<file path="src/hdl/assert_macros.svh">
// Assertion macros of the band feature meter, used by afbf_back.
// No dependencies; define ASSERT_OFF to compile the checks out.
`ifndef ASSERT_MACROS_SVH
`define ASSERT_MACROS_SVH
`ifndef ASSERT_OFF
// Clocked check, disabled while reset is active
`define ASSERT_RST(lbl, prop, msg) \
    lbl: assert property (@(posedge aclk) disable iff (!aresetn) (prop)) else $error(msg);
// Clocked check that also holds during reset
`define ASSERT_ALWAYS(lbl, prop, msg) \
    lbl: assert property (@(posedge aclk) (prop)) else $error(msg);
`else
`define ASSERT_RST(lbl, prop, msg)
`define ASSERT_ALWAYS(lbl, prop, msg)
`endif
`endif

</file>
<file path="src/hdl/afbf_pkg.sv">
// Package of the audio band feature meter: widths, limits, register codes and types.
// Used by every module of the block; depends on nothing.
package afbf_pkg;

    localparam int SAMPLE_W    = 16;
    localparam int GSUM_W      = 19;
    localparam int CNT_W       = 13;
    localparam int SUM_W       = 44;
    localparam int ROOT_W      = 22;
    localparam int MAX_FRAME   = 4096;
    localparam int MAX_CH      = 8;

    localparam logic [15:0] LP_MIN  = 16'd66;
    localparam logic [15:0] LP_MAX  = 16'd58982;
    localparam logic [15:0] HP_MIN  = 16'd655;
    localparam logic [15:0] HP_MAX  = 16'd58982;

    // Configuration register indexes
    localparam logic [1:0] REG_SENS    = 2'd0;
    localparam logic [1:0] REG_BASS    = 2'd1;
    localparam logic [1:0] REG_TREBLE  = 2'd2;
    localparam logic [1:0] REG_CHANNEL = 2'd3;

    localparam logic [15:0] SENS_RST    = 16'd10240;
    localparam logic [15:0] BASS_RST    = 16'd328;
    localparam logic [15:0] TREBLE_RST  = 16'd19661;
    localparam logic [3:0]  CHANNEL_RST = 4'd1;

    // Settings as the datapath uses them; bass, treble and channel count are clamped
    typedef struct packed {
        logic [15:0] sens;
        logic [15:0] lp_alpha;
        logic [15:0] hp_alpha;
        logic [3:0]  ch_n;
    } cfg_t;

    // One closed channel group, as queued between front and back
    typedef struct packed {
        logic signed [GSUM_W-1:0] sum;
        logic [3:0]               n;
        logic                     last;
    } grp_t;

endpackage

</file>
<file path="src/hdl/afbf_fifo.sv">
// Four-entry queue of closed channel groups between front and back.
// Depends on afbf_pkg for the entry type.
module afbf_fifo (
    input  logic            aclk,
    input  logic            aresetn,
    input  logic            push,
    input  afbf_pkg::grp_t  push_data,
    input  logic            pop,
    output afbf_pkg::grp_t  pop_data,
    output logic            full,
    output logic            empty
);

    afbf_pkg::grp_t mem_reg [4];
    logic [1:0] wp_reg, rp_reg;
    logic [2:0] cnt_reg;

    assign full     = (cnt_reg == 3'd4);
    assign empty    = (cnt_reg == 3'd0);
    assign pop_data = mem_reg[rp_reg];

    // Entry storage
    always_ff @(posedge aclk) begin
        if (push) mem_reg[wp_reg] <= push_data;
    end

    // Pointers and fill level
    always_ff @(posedge aclk) begin
        if (!aresetn) begin
            wp_reg  <= '0;
            rp_reg  <= '0;
            cnt_reg <= '0;
        end else begin
            if (push) wp_reg <= wp_reg + 2'd1;
            if (pop)  rp_reg <= rp_reg + 2'd1;
            cnt_reg <= cnt_reg + {2'b0, push} - {2'b0, pop};
        end
    end

endmodule

</file>
<file path="config.mk">
export PLATFORM = sky130hd
export DESIGN_NAME = afbf_fifo
export DESIGN_NICKNAME = d
export VERILOG_FILES = /design/src/hdl/assert_macros.svh /design/src/hdl/afbf_pkg.sv /design/src/hdl/afbf_fifo.sv
export SDC_FILE = /design/constraint.sdc
export NUM_CORES = 1
export LEC_CHECK = 0
export BUFFER_PORTS_ARGS = -buffer_cell sky130_fd_sc_hd__buf_2
export CORE_MARGIN = 2
export CORE_UTILIZATION = 40
export CTS_BUF_LIST = sky130_fd_sc_hd__clkbuf_8
export DETAILED_ROUTE_END_ITERATION = 6
export GPL_ROUTABILITY_DRIVEN = 1
export GPL_TIMING_DRIVEN = 0
export SYNTH_ARGS = -nofsm -noshare
export SYNTH_HDL_FRONTEND = slang
export SYNTH_SLANG_ARGS = --single-unit
</file>
<file path="constraint.sdc">
create_clock -name aclk -period 1.96 [get_ports aclk]
set_input_delay 0.294 -clock aclk [delete_from_list [all_inputs] [get_ports aclk]]
set_output_delay 0.294 -clock aclk [all_outputs]
set_load 0.02 [all_outputs]
</file>
==> run metrics <==
port bufs=53; yosys warns=0; GRT Overall Usage=0.125; DRC=0; Mean Syn Cell Area=23.4 um^2; top sig layer=met4; Max Transition Viols Final=0; DP Worst Slack=-0.0633 ns; wire length on met1=2760 um; Final Power=4650 uW; Initial Util=0.407; Worst-Skew Late Latency=0.36 ns; slowest stage delay, CP=0.50 ns; nets=269; detailed placement HPWL=3730 um; Synth Flop Type=edfxtp_1; number of global-route vias before repair=1772; area of the multi-input gates=797 um^2; clock skew=0.00909 ns; Reg area=0.00306 mm^2; H-tree Lvls=3; hold path start=push_data[10]; largest net degree at the start of global routing=25; Worst setup SP type=flop; most frequent cell after synthesis=edfxtp_1; iteration-0 DRC count of the detailed router=46; Diodes inserted=0; share of cells above drive strength 1=0.427; Hold Vio Cnt, Final=0; CTS tree=done; RSZ-0062 raised after global routing=yes; total grt overflow=0; Core Box Area=0.00968 mm^2; worst setup margin=0.00516 ns; synth unique cells=21; Worst setup EP type=output port; Fin Setup TNS=0 ns; period utilization=0.997; leading area contributor after synthesis=edfxtp_1; Synth top area share=0.731; drt via density=4.78; WL met3=268 um; Max Cap Viol=0; top post-synthesis cells by area=edfxtp_1 (73%), mux4_2 (11%), dfxtp_1 (4.6%); ys async rst share=0; DRT antenna net count=0; Routed WL per cell=16.8 um; Crit Reg-Reg Startpoint=cnt_reg[0]; row count=36; Final setup viols=0; full die area=0.0107 mm^2; clk sinks=105; Mapped Area=0.00395 mm^2; Arr. time, crit path=1.66 ns; Gate Count Post-Synth=169; Req. time, crit path=1.67 ns; Root Buffer=clkbuf_8; io pins=54; Clock Path Buffers=2; met2 routed WL=3110 um; worst hold margin=0.142 ns; die height=103 um; clk slew on worst S/H paths=0.10 ns; Slew @ Worst Pin=0.691 ns; Post-synth EDFFs=96; Tmin final=1.95 ns; DRT Pass-1 Iters=4; crit path cell chain=buf_12, clkbuf_16, mux4_2, buf_6; Yosys reg bits=105; part of the Yosys area used for sequential elements=0.776; via count=1778; Post-Syn Nets=204; fill count=795; Peak Freq=0.512 GHz; Crit Path Max Fanout=8; kind of critical path=reg -> out; PwrDens=976 mW/mm^2; Hold WC Path Type=in -> reg; Routed WL=6240 um; Post-synth top cells=edfxtp_1 (96), mux4_2 (20), dfxtp_1 (9); Leak=0.00165 uW; GPL Wtd Cong=0.650; max_slew headroom=0.539; die width=103 um; first-pass GRT wire length=9380 um; Max VDD drop=0.350 mV; Num CTS Buffers=9; Crit-path slowest cell=mux4_2; status=finished clean; max FFs per register=96; initial antenna violation count=0; Layout area overhead=20.7%
[timing repair]
action | in CTS | in global routing
endpoints found under the setup margin | 72 | 45
gates cloned | 0 | 2
resized for setup | 5 | 42
hold endpoints to repair | 0 | 0
setup buffers | 0 | 0
hold buffers | 0 | 0
[critical path: cells and delay by family (launching register included)]
family                 cells  cell delay (ns)
buffers and inverters      3             0.46
muxes                      1             0.50
DFF                        1             0.35
[per-stage QoR]
step / area (um^2) / instances / utilization
2_1_floorplan: 3950 / 169 / -
3_3_place_gp: 4380 / 355 / 0.452
3_5_place_dp: 4380 / 355 / 0.452
4_1_cts: 4580 / 370 / 0.473
5_1_grt: 4760 / 372 / 0.492
6_report: 4760 / 372 / 0.492
[path summary, 6_finish.rpt]
| path | endpoint | slack, ns | cells after the start |
|---|---|---|---|
| worst max-delay path | pop_data[12] | 0.005 | 4 |
| worst min-delay path | mem_reg[0][10] | 0.14 | 1 |
| worst max register to register | cnt_reg[2] | 0.38 | 7 |
| worst min register to register | rp_reg[1] | 0.55 | 2 |
[routing by layer]
layer,vias up,track usage
met1,909,0.160
met4,0,0.0668
li1,816,-
met5,-,0
met3,8,0.0309
met2,45,0.197
[power by group]
group	total, uW	internal [uW]	leakage (uW)	switching, uW
logic	715	365	0.000597	350
clock network	1320	599	0.0000962	723
registers	2610	2570	0.000957	40.4
total	4650	3530	0.00165	1110
[logic make-up after synthesis]
logic type | after synthesis | synth area share
AOI/OAI and AO/OA | 2 | 0.00380
xor gates and xnor gates | 3 | 0.0105
adders and majority gates | 7 | 0.0241
buffers and inverters | 13 | 0.0231
DFF | 105 | 0.776
muxes | 25 | 0.143
and+or+nand+nor | 14 | 0.0190
[cells in the final DEF, fill, tap and decap left out]
master,instances
mux4_1,4
nor3_1,1
buf_4,2
mux2i_1,1
clkbuf_16,2
a21oi_1,1
and3_1,1
a21bo_2,1
inv_6,2
clkbuf_8,9
nand3b_1,1
and2_2,4
buf_6,19
ha_1,6
xor3_1,1
dfxtp_2,1
inv_1,7
clkinv_2,1
buf_12,3
clkinv_4,1
dfxtp_1,8
clkinvlp_4,2
and2_1,2
fa_1,1
mux4_2,20
buf_2,34
xnor2_1,2
nor2_1,5
edfxtp_1,96
bufinv_16,1
[area by class of cell]
type / instances / area share
buffer: 5 / 0.0158
timing repair buffer: 55 / 0.0911
sequential: 105 / 0.643
inverter: 7 / 0.00552
multi-input combinational: 51 / 0.167
clock inverter: 7 / 0.0160
tap: 133 / 0.0349
clock buffer: 9 / 0.0260
No activity file was read; power rests on OpenSTA's default activity.
