$ cat config.mk
export PLATFORM = sky130hd
export DESIGN_NAME = afbf_front
export DESIGN_NICKNAME = d
export VERILOG_FILES = /design/src/hdl/assert_macros.svh /design/src/hdl/afbf_pkg.sv /design/src/hdl/afbf_front.sv
export SDC_FILE = /design/constraint.sdc
export NUM_CORES = 1
export LEC_CHECK = 0
export BUFFER_PORTS_ARGS = -buffer_cell sky130_fd_sc_hd__buf_2
export CAP_MARGIN = 30
export CORE_ASPECT_RATIO = 2
export CORE_MARGIN = 1.5
export CORE_UTILIZATION = 48
export DETAILED_ROUTE_END_ITERATION = 8
export PLACE_DENSITY_LB_ADDON = 0.08
export SYNTH_ARGS = -nofsm -noshare
export SYNTH_HDL_FRONTEND = slang
export SYNTH_SLANG_ARGS = --single-unit
$ cat constraint.sdc
create_clock -name aclk -period 3.3 [get_ports aclk]
set_input_delay 0.33 -clock aclk [delete_from_list [all_inputs] [get_ports aclk]]
set_output_delay 0.33 -clock aclk [all_outputs]
set_load 0.03 [all_outputs]
$ cat src/hdl/assert_macros.svh
// Assertion macros of the band feature meter, used by afbf_back.
// No dependencies; define ASSERT_OFF to compile the checks out.
`ifndef ASSERT_MACROS_SVH
`define ASSERT_MACROS_SVH
`ifndef ASSERT_OFF
// Clocked check, disabled while reset is active
`define ASSERT_RST(lbl, prop, msg) \
    lbl: assert property (@(posedge aclk) disable iff (!aresetn) (prop)) else $error(msg);
// Clocked check that also holds during reset
`define ASSERT_ALWAYS(lbl, prop, msg) \
    lbl: assert property (@(posedge aclk) (prop)) else $error(msg);
`else
`define ASSERT_RST(lbl, prop, msg)
`define ASSERT_ALWAYS(lbl, prop, msg)
`endif
`endif

$ cat src/hdl/afbf_pkg.sv
// Package of the audio band feature meter: widths, limits, register codes and types.
// Used by every module of the block; depends on nothing.
package afbf_pkg;

    localparam int SAMPLE_W    = 16;
    localparam int GSUM_W      = 19;
    localparam int CNT_W       = 13;
    localparam int SUM_W       = 44;
    localparam int ROOT_W      = 22;
    localparam int MAX_FRAME   = 4096;
    localparam int MAX_CH      = 8;

    localparam logic [15:0] LP_MIN  = 16'd66;
    localparam logic [15:0] LP_MAX  = 16'd58982;
    localparam logic [15:0] HP_MIN  = 16'd655;
    localparam logic [15:0] HP_MAX  = 16'd58982;

    // Configuration register indexes
    localparam logic [1:0] REG_SENS    = 2'd0;
    localparam logic [1:0] REG_BASS    = 2'd1;
    localparam logic [1:0] REG_TREBLE  = 2'd2;
    localparam logic [1:0] REG_CHANNEL = 2'd3;

    localparam logic [15:0] SENS_RST    = 16'd10240;
    localparam logic [15:0] BASS_RST    = 16'd328;
    localparam logic [15:0] TREBLE_RST  = 16'd19661;
    localparam logic [3:0]  CHANNEL_RST = 4'd1;

    // Settings as the datapath uses them; bass, treble and channel count are clamped
    typedef struct packed {
        logic [15:0] sens;
        logic [15:0] lp_alpha;
        logic [15:0] hp_alpha;
        logic [3:0]  ch_n;
    } cfg_t;

    // One closed channel group, as queued between front and back
    typedef struct packed {
        logic signed [GSUM_W-1:0] sum;
        logic [3:0]               n;
        logic                     last;
    } grp_t;

endpackage

$ cat src/hdl/afbf_front.sv
// Front end: configuration registers, sample intake and channel-group summing.
// Depends on afbf_pkg; pushes closed groups into the queue.
module afbf_front (
    input  logic                  aclk,
    input  logic                  aresetn,
    input  logic                  s_tvalid,
    output logic                  s_tready,
    input  logic [15:0]           s_tdata,   // [15:0] sample
    input  logic                  s_tlast,   // frame_end
    input  logic                  cfg_valid,
    output logic                  cfg_ready,
    input  logic [1:0]            cfg_index,
    input  logic [15:0]           cfg_data,
    output afbf_pkg::cfg_t        cfg_o,
    input  logic                  q_full,
    output logic                  q_push,
    output afbf_pkg::grp_t        q_data
);

    logic [15:0] sens_reg, bass_reg, treble_reg;
    logic [3:0]  chan_reg;
    logic signed [afbf_pkg::GSUM_W-1:0] gsum_reg, gsum_next;
    logic [3:0]  pos_reg, pos_next;
    logic        beat, close;
    logic [15:0] hp_c;
    logic [16:0] hp_a;

    assign cfg_ready = 1'b1;
    assign s_tready  = !q_full;
    assign beat      = s_tvalid && s_tready;

    // Register writes
    always_ff @(posedge aclk) begin
        if (!aresetn) begin
            sens_reg   <= afbf_pkg::SENS_RST;
            bass_reg   <= afbf_pkg::BASS_RST;
            treble_reg <= afbf_pkg::TREBLE_RST;
            chan_reg   <= afbf_pkg::CHANNEL_RST;
        end else if (cfg_valid && cfg_ready) begin
            unique case (cfg_index)
                afbf_pkg::REG_SENS:    sens_reg   <= cfg_data;
                afbf_pkg::REG_BASS:    bass_reg   <= cfg_data;
                afbf_pkg::REG_TREBLE:  treble_reg <= cfg_data;
                afbf_pkg::REG_CHANNEL: chan_reg   <= cfg_data[3:0];
                default:               sens_reg   <= sens_reg;
            endcase
        end
    end

    // Clamp settings to their usable ranges; sens passes through unclamped
    always_comb begin
        cfg_o.sens = sens_reg;
        if (bass_reg < afbf_pkg::LP_MIN)      cfg_o.lp_alpha = afbf_pkg::LP_MIN;
        else if (bass_reg > afbf_pkg::LP_MAX) cfg_o.lp_alpha = afbf_pkg::LP_MAX;
        else                                  cfg_o.lp_alpha = bass_reg;
        if (treble_reg < afbf_pkg::HP_MIN)      hp_c = afbf_pkg::HP_MIN;
        else if (treble_reg > afbf_pkg::HP_MAX) hp_c = afbf_pkg::HP_MAX;
        else                                    hp_c = treble_reg;
        hp_a = 17'h10000 - {1'b0, hp_c};
        cfg_o.hp_alpha = hp_a[15:0];
        if (chan_reg == 4'd0)                       cfg_o.ch_n = 4'd1;
        else if (chan_reg > 4'(afbf_pkg::MAX_CH))   cfg_o.ch_n = 4'(afbf_pkg::MAX_CH);
        else                                        cfg_o.ch_n = chan_reg;
    end

    // Group summing; a group closes on count or at frame end
    always_comb begin
        gsum_next = gsum_reg + {{(afbf_pkg::GSUM_W-16){s_tdata[15]}}, s_tdata};
        pos_next  = pos_reg + 4'd1;
        close     = (pos_next >= cfg_o.ch_n) || s_tlast;
        q_push    = beat && close;
        q_data.sum  = gsum_next;
        q_data.n    = cfg_o.ch_n;
        q_data.last = s_tlast;
    end

    always_ff @(posedge aclk) begin
        if (!aresetn) begin
            gsum_reg <= '0;
            pos_reg  <= '0;
        end else if (beat) begin
            gsum_reg <= close ? '0 : gsum_next;
            pos_reg  <= close ? '0 : pos_next;
        end
    end

endmodule

==> results.cfg <==
[final_layout]
fin_util_pct = 61.57
syn_to_final_growth_pct = 24.88
drive_gt1_share_pct = 26.17
largest_reg_flops = 19
layout.nets = 767
nFillCells = 866
fin_area_um2 = 5739
n_antenna_cell = 0

[critical_path]
critPathMaxStageDelay_ns = 0.40
crit_arrival_ns = 3.27
crit_buf_inv = 1
slowest_stage = or3b_4
cp_cell_sequence = a311o_1 -> a311o_1 -> a311oi_2 -> nor2_2 -> nor3_2 -> ha_2 -> or3b_4 -> nor2_4 -> o2111ai_4 -> nor3_2 -> xor2_1 -> nand2_2 -> buf_6
r2r_start = gsum_reg[0]
worstPathRequired_ns = 2.97
cp-start-kind = flip-flop
cp_max_fo = 3
path_delay_family = compound AO/OA/AOI/OAI gates
endpoint_kind = primary output
crit_type = reg2out
crit_path_start = treble_reg[2]

[detailed_routing]
drt-vias-per-instance = 5.560
detail_route.first_pass.iterations = 4
ant_nets = 0
wl_per_cell_um = 15.33
num_vias = 4509
drc = 0
wirelength_um = 12430
drt_iter0_markers = 196

[grt]
grt_pass1_vias = 4444
use_met3_pct = 3.267
use_met1_pct = 24.05
grt.total_usage_pct = 24.66
grt_max_degree = 56
antenna_found_initial = 0
busiest_layer = met2
met2_usage_pct = 48.68
grt_first_pass_wirelength_um = 20260
grt.overflow.total = 0

[clock_network]
ctsRootBufferMaster = clkbuf_16
cts_buffers = 9
cts_tree = built
clkTransAtPathRegs_ns = 0.06
cts_sinks = 75
cts_buffer_depth = 2
cts_hold_buf = 0
clk_latency_ns = 0.33
htree_levels = 3

[hold_path]
holdCritPathClass = in2reg
hold_start = cfg_data[6]

[sta]
final.min_clock_period_ns = 3.605
fin_ws_ns = -0.3048
hold_violations = 0
fin_crit_sh_pct = 109.2
slew_headroom_pct = 39.82
hold_slack_ns = 0.2517
slew_viol_final = 0
max_freq_mhz = 277.4
setup_violations = 6
max_slew.worst_pin.slew_ns = 0.8994
skew_ns = 0.007295
rsz0062_at_grt = true

[job]
drv_cap = 0

[logic_synthesis]
synth_mux_area_share_pct = 1.797
synth_top_area_cell = dfxtp_1
ys_top_cells_by_count = nand2_1 (133), dfxtp_1 (75), a21boi_0 (42), clkbuf_1 (32), nor2_1 (32)
yosys-top-cells-area = dfxtp_1 (33%), nand2_1 (11%), a21boi_0 (6.9%), ha_1 (6.5%), nand3_1 (2.9%)
synth_most_common_cell = nand2_1
ys_seq_elements = 75
synth_edf_count = 0
async_flop_share_pct = 0
syn_avg_cell_area_um2 = 7.789
synth_nets = 655
synth_fa_ha_area_share_pct = 6.970
ys_warn_count = 0
synth_top_area_share_pct = 32.67
seq_area_frac_synth_pct = 32.67
synth_xor_xnor_area_share_pct = 5.527
yosys.area_share.simple_pct = 25.51
synth_flop_cell = dfxtp_1
synth_compound_area_share_pct = 22.30
postSynthCellCount = 590
synth_top_family_by_area = simple AND/OR/NAND/NOR gates
syn_area_um2 = 4596
synth.distinct_cells = 66

[place]
dpl.hpwl_um = 9559
gp_congestion = 0.9123
place.port_buffers = 117
post_dp_cell_area_um2 = 5331

[run_status]
violations = setup timing
status = finished, violations left

[floorplanning]
core-area_um2 = 9321
die_h_um = 141.4
dieArea_um2 = 10210
die_w_um = 72.19
row_count = 50
start_util_pct = 49.30
pin_count = 119

[power_and_ir_drop]
ir_worst_vdd_mv = 0.2920
power_density_nw_per_um2 = 409.3
p_leak_nw = 2.636
timing repair:
action / in CTS / in global routing
endpoints found under the setup margin: 6 / 6
gates resized for setup: 19 / 3
buffers inserted: 2 / 3
endpoints found under the hold margin: 0 / 0
pin swaps: 9 / 9
logic make-up after synthesis:
logic type      after synthesis
mux                           8
xor+xnor                     29
flops                        75
other cells                   1
fa+ha+maj                    25
compound gates              142
simple gates                256
buf+inv                      54
where the power goes:
group / total (W) / internal, W / switching [W]
registers: 0.000957 / 0.000933 / 0.0000238
clock network: 0.000993 / 0.000588 / 0.000405
logic: 0.000400 / 0.000142 / 0.000258
final timing paths:
path | endpoint | slack (ns) | cells after the start
worst max-delay path | cfg_o[16] | -0.30 | 13
worst min-delay path | bass_reg[6] | 0.25 | 3
worst max register to register | gsum_reg[16] | 0.81 | 8
worst min register to register | sens_reg[0] | 0.46 | 2
through the flow:
step | power (W) | setup slack (ns) | cells | TNS (ns)
4_1_cts | 0.002363 | -0.4273 | 810 | -1.702
5_1_grt | 0.002441 | -0.4501 | 811 | -2.244
2_1_floorplan | 0.001245 | 0.006719 | 590 | 0
3_5_place_dp | 0.001369 | -0.1437 | 792 | -0.3681
3_3_place_gp | 0.001364 | -0.09364 | 792 | -0.2145
6_report | 0.002349 | -0.3048 | 811 | -1.329
worst reg2reg max path: cells and delay by family, from the launching register on:
family                     cells  cell delay (ns)
adders and majority gates      2             0.66
DFF                            1             0.31
and+or+nand+nor                2             0.50
AOI/OAI and AO/OA              4             0.91
layer usage:
layer | vias to the layer above | part of all wire (%)
met5 | - | 0
met4 | 0 | 2.9
li1 | 2274 | -
met3 | 25 | 3.6
met2 | 118 | 57
met1 | 2092 | 37
layout by cell type, fill, tap and decap left out, types with 3 or more instances in the layout:
| cell type | count |
|---|---|
| a211oi_1 | 7 |
| a21boi_0 | 42 |
| a21o_1 | 9 |
| a21oi_1 | 17 |
| a22o_1 | 11 |
| a311o_1 | 3 |
| and2_1 | 7 |
| and3_1 | 6 |
| buf_2 | 111 |
| buf_4 | 26 |
| buf_6 | 7 |
| clkbuf_16 | 9 |
| dfxtp_1 | 74 |
| ha_1 | 23 |
| inv_1 | 11 |
| mux2i_1 | 6 |
| nand2_1 | 132 |
| nand2b_1 | 5 |
| nand3_1 | 27 |
| nand4_1 | 4 |
| nor2_1 | 30 |
| nor2b_1 | 10 |
| nor3_1 | 5 |
| nor3_2 | 3 |
| nor4_1 | 4 |
| o21a_1 | 5 |
| o21ai_0 | 21 |
| or3_1 | 4 |
| xnor2_1 | 12 |
| xnor2_2 | 3 |
| xor2_1 | 14 |
area by class of cell:
class                      count  area, µm²  area share, %
inverter                      11      41.29         0.7194
sequential                    75       1503          26.18
tap                          104      130.1          2.267
timing repair buffer         144      829.5          14.45
clock buffer                  10      229.0          3.990
clock inverter                 6      65.06          1.134
multi-input combinational    461       2942          51.25
Note: power is estimated with default switching activity, not from simulation.
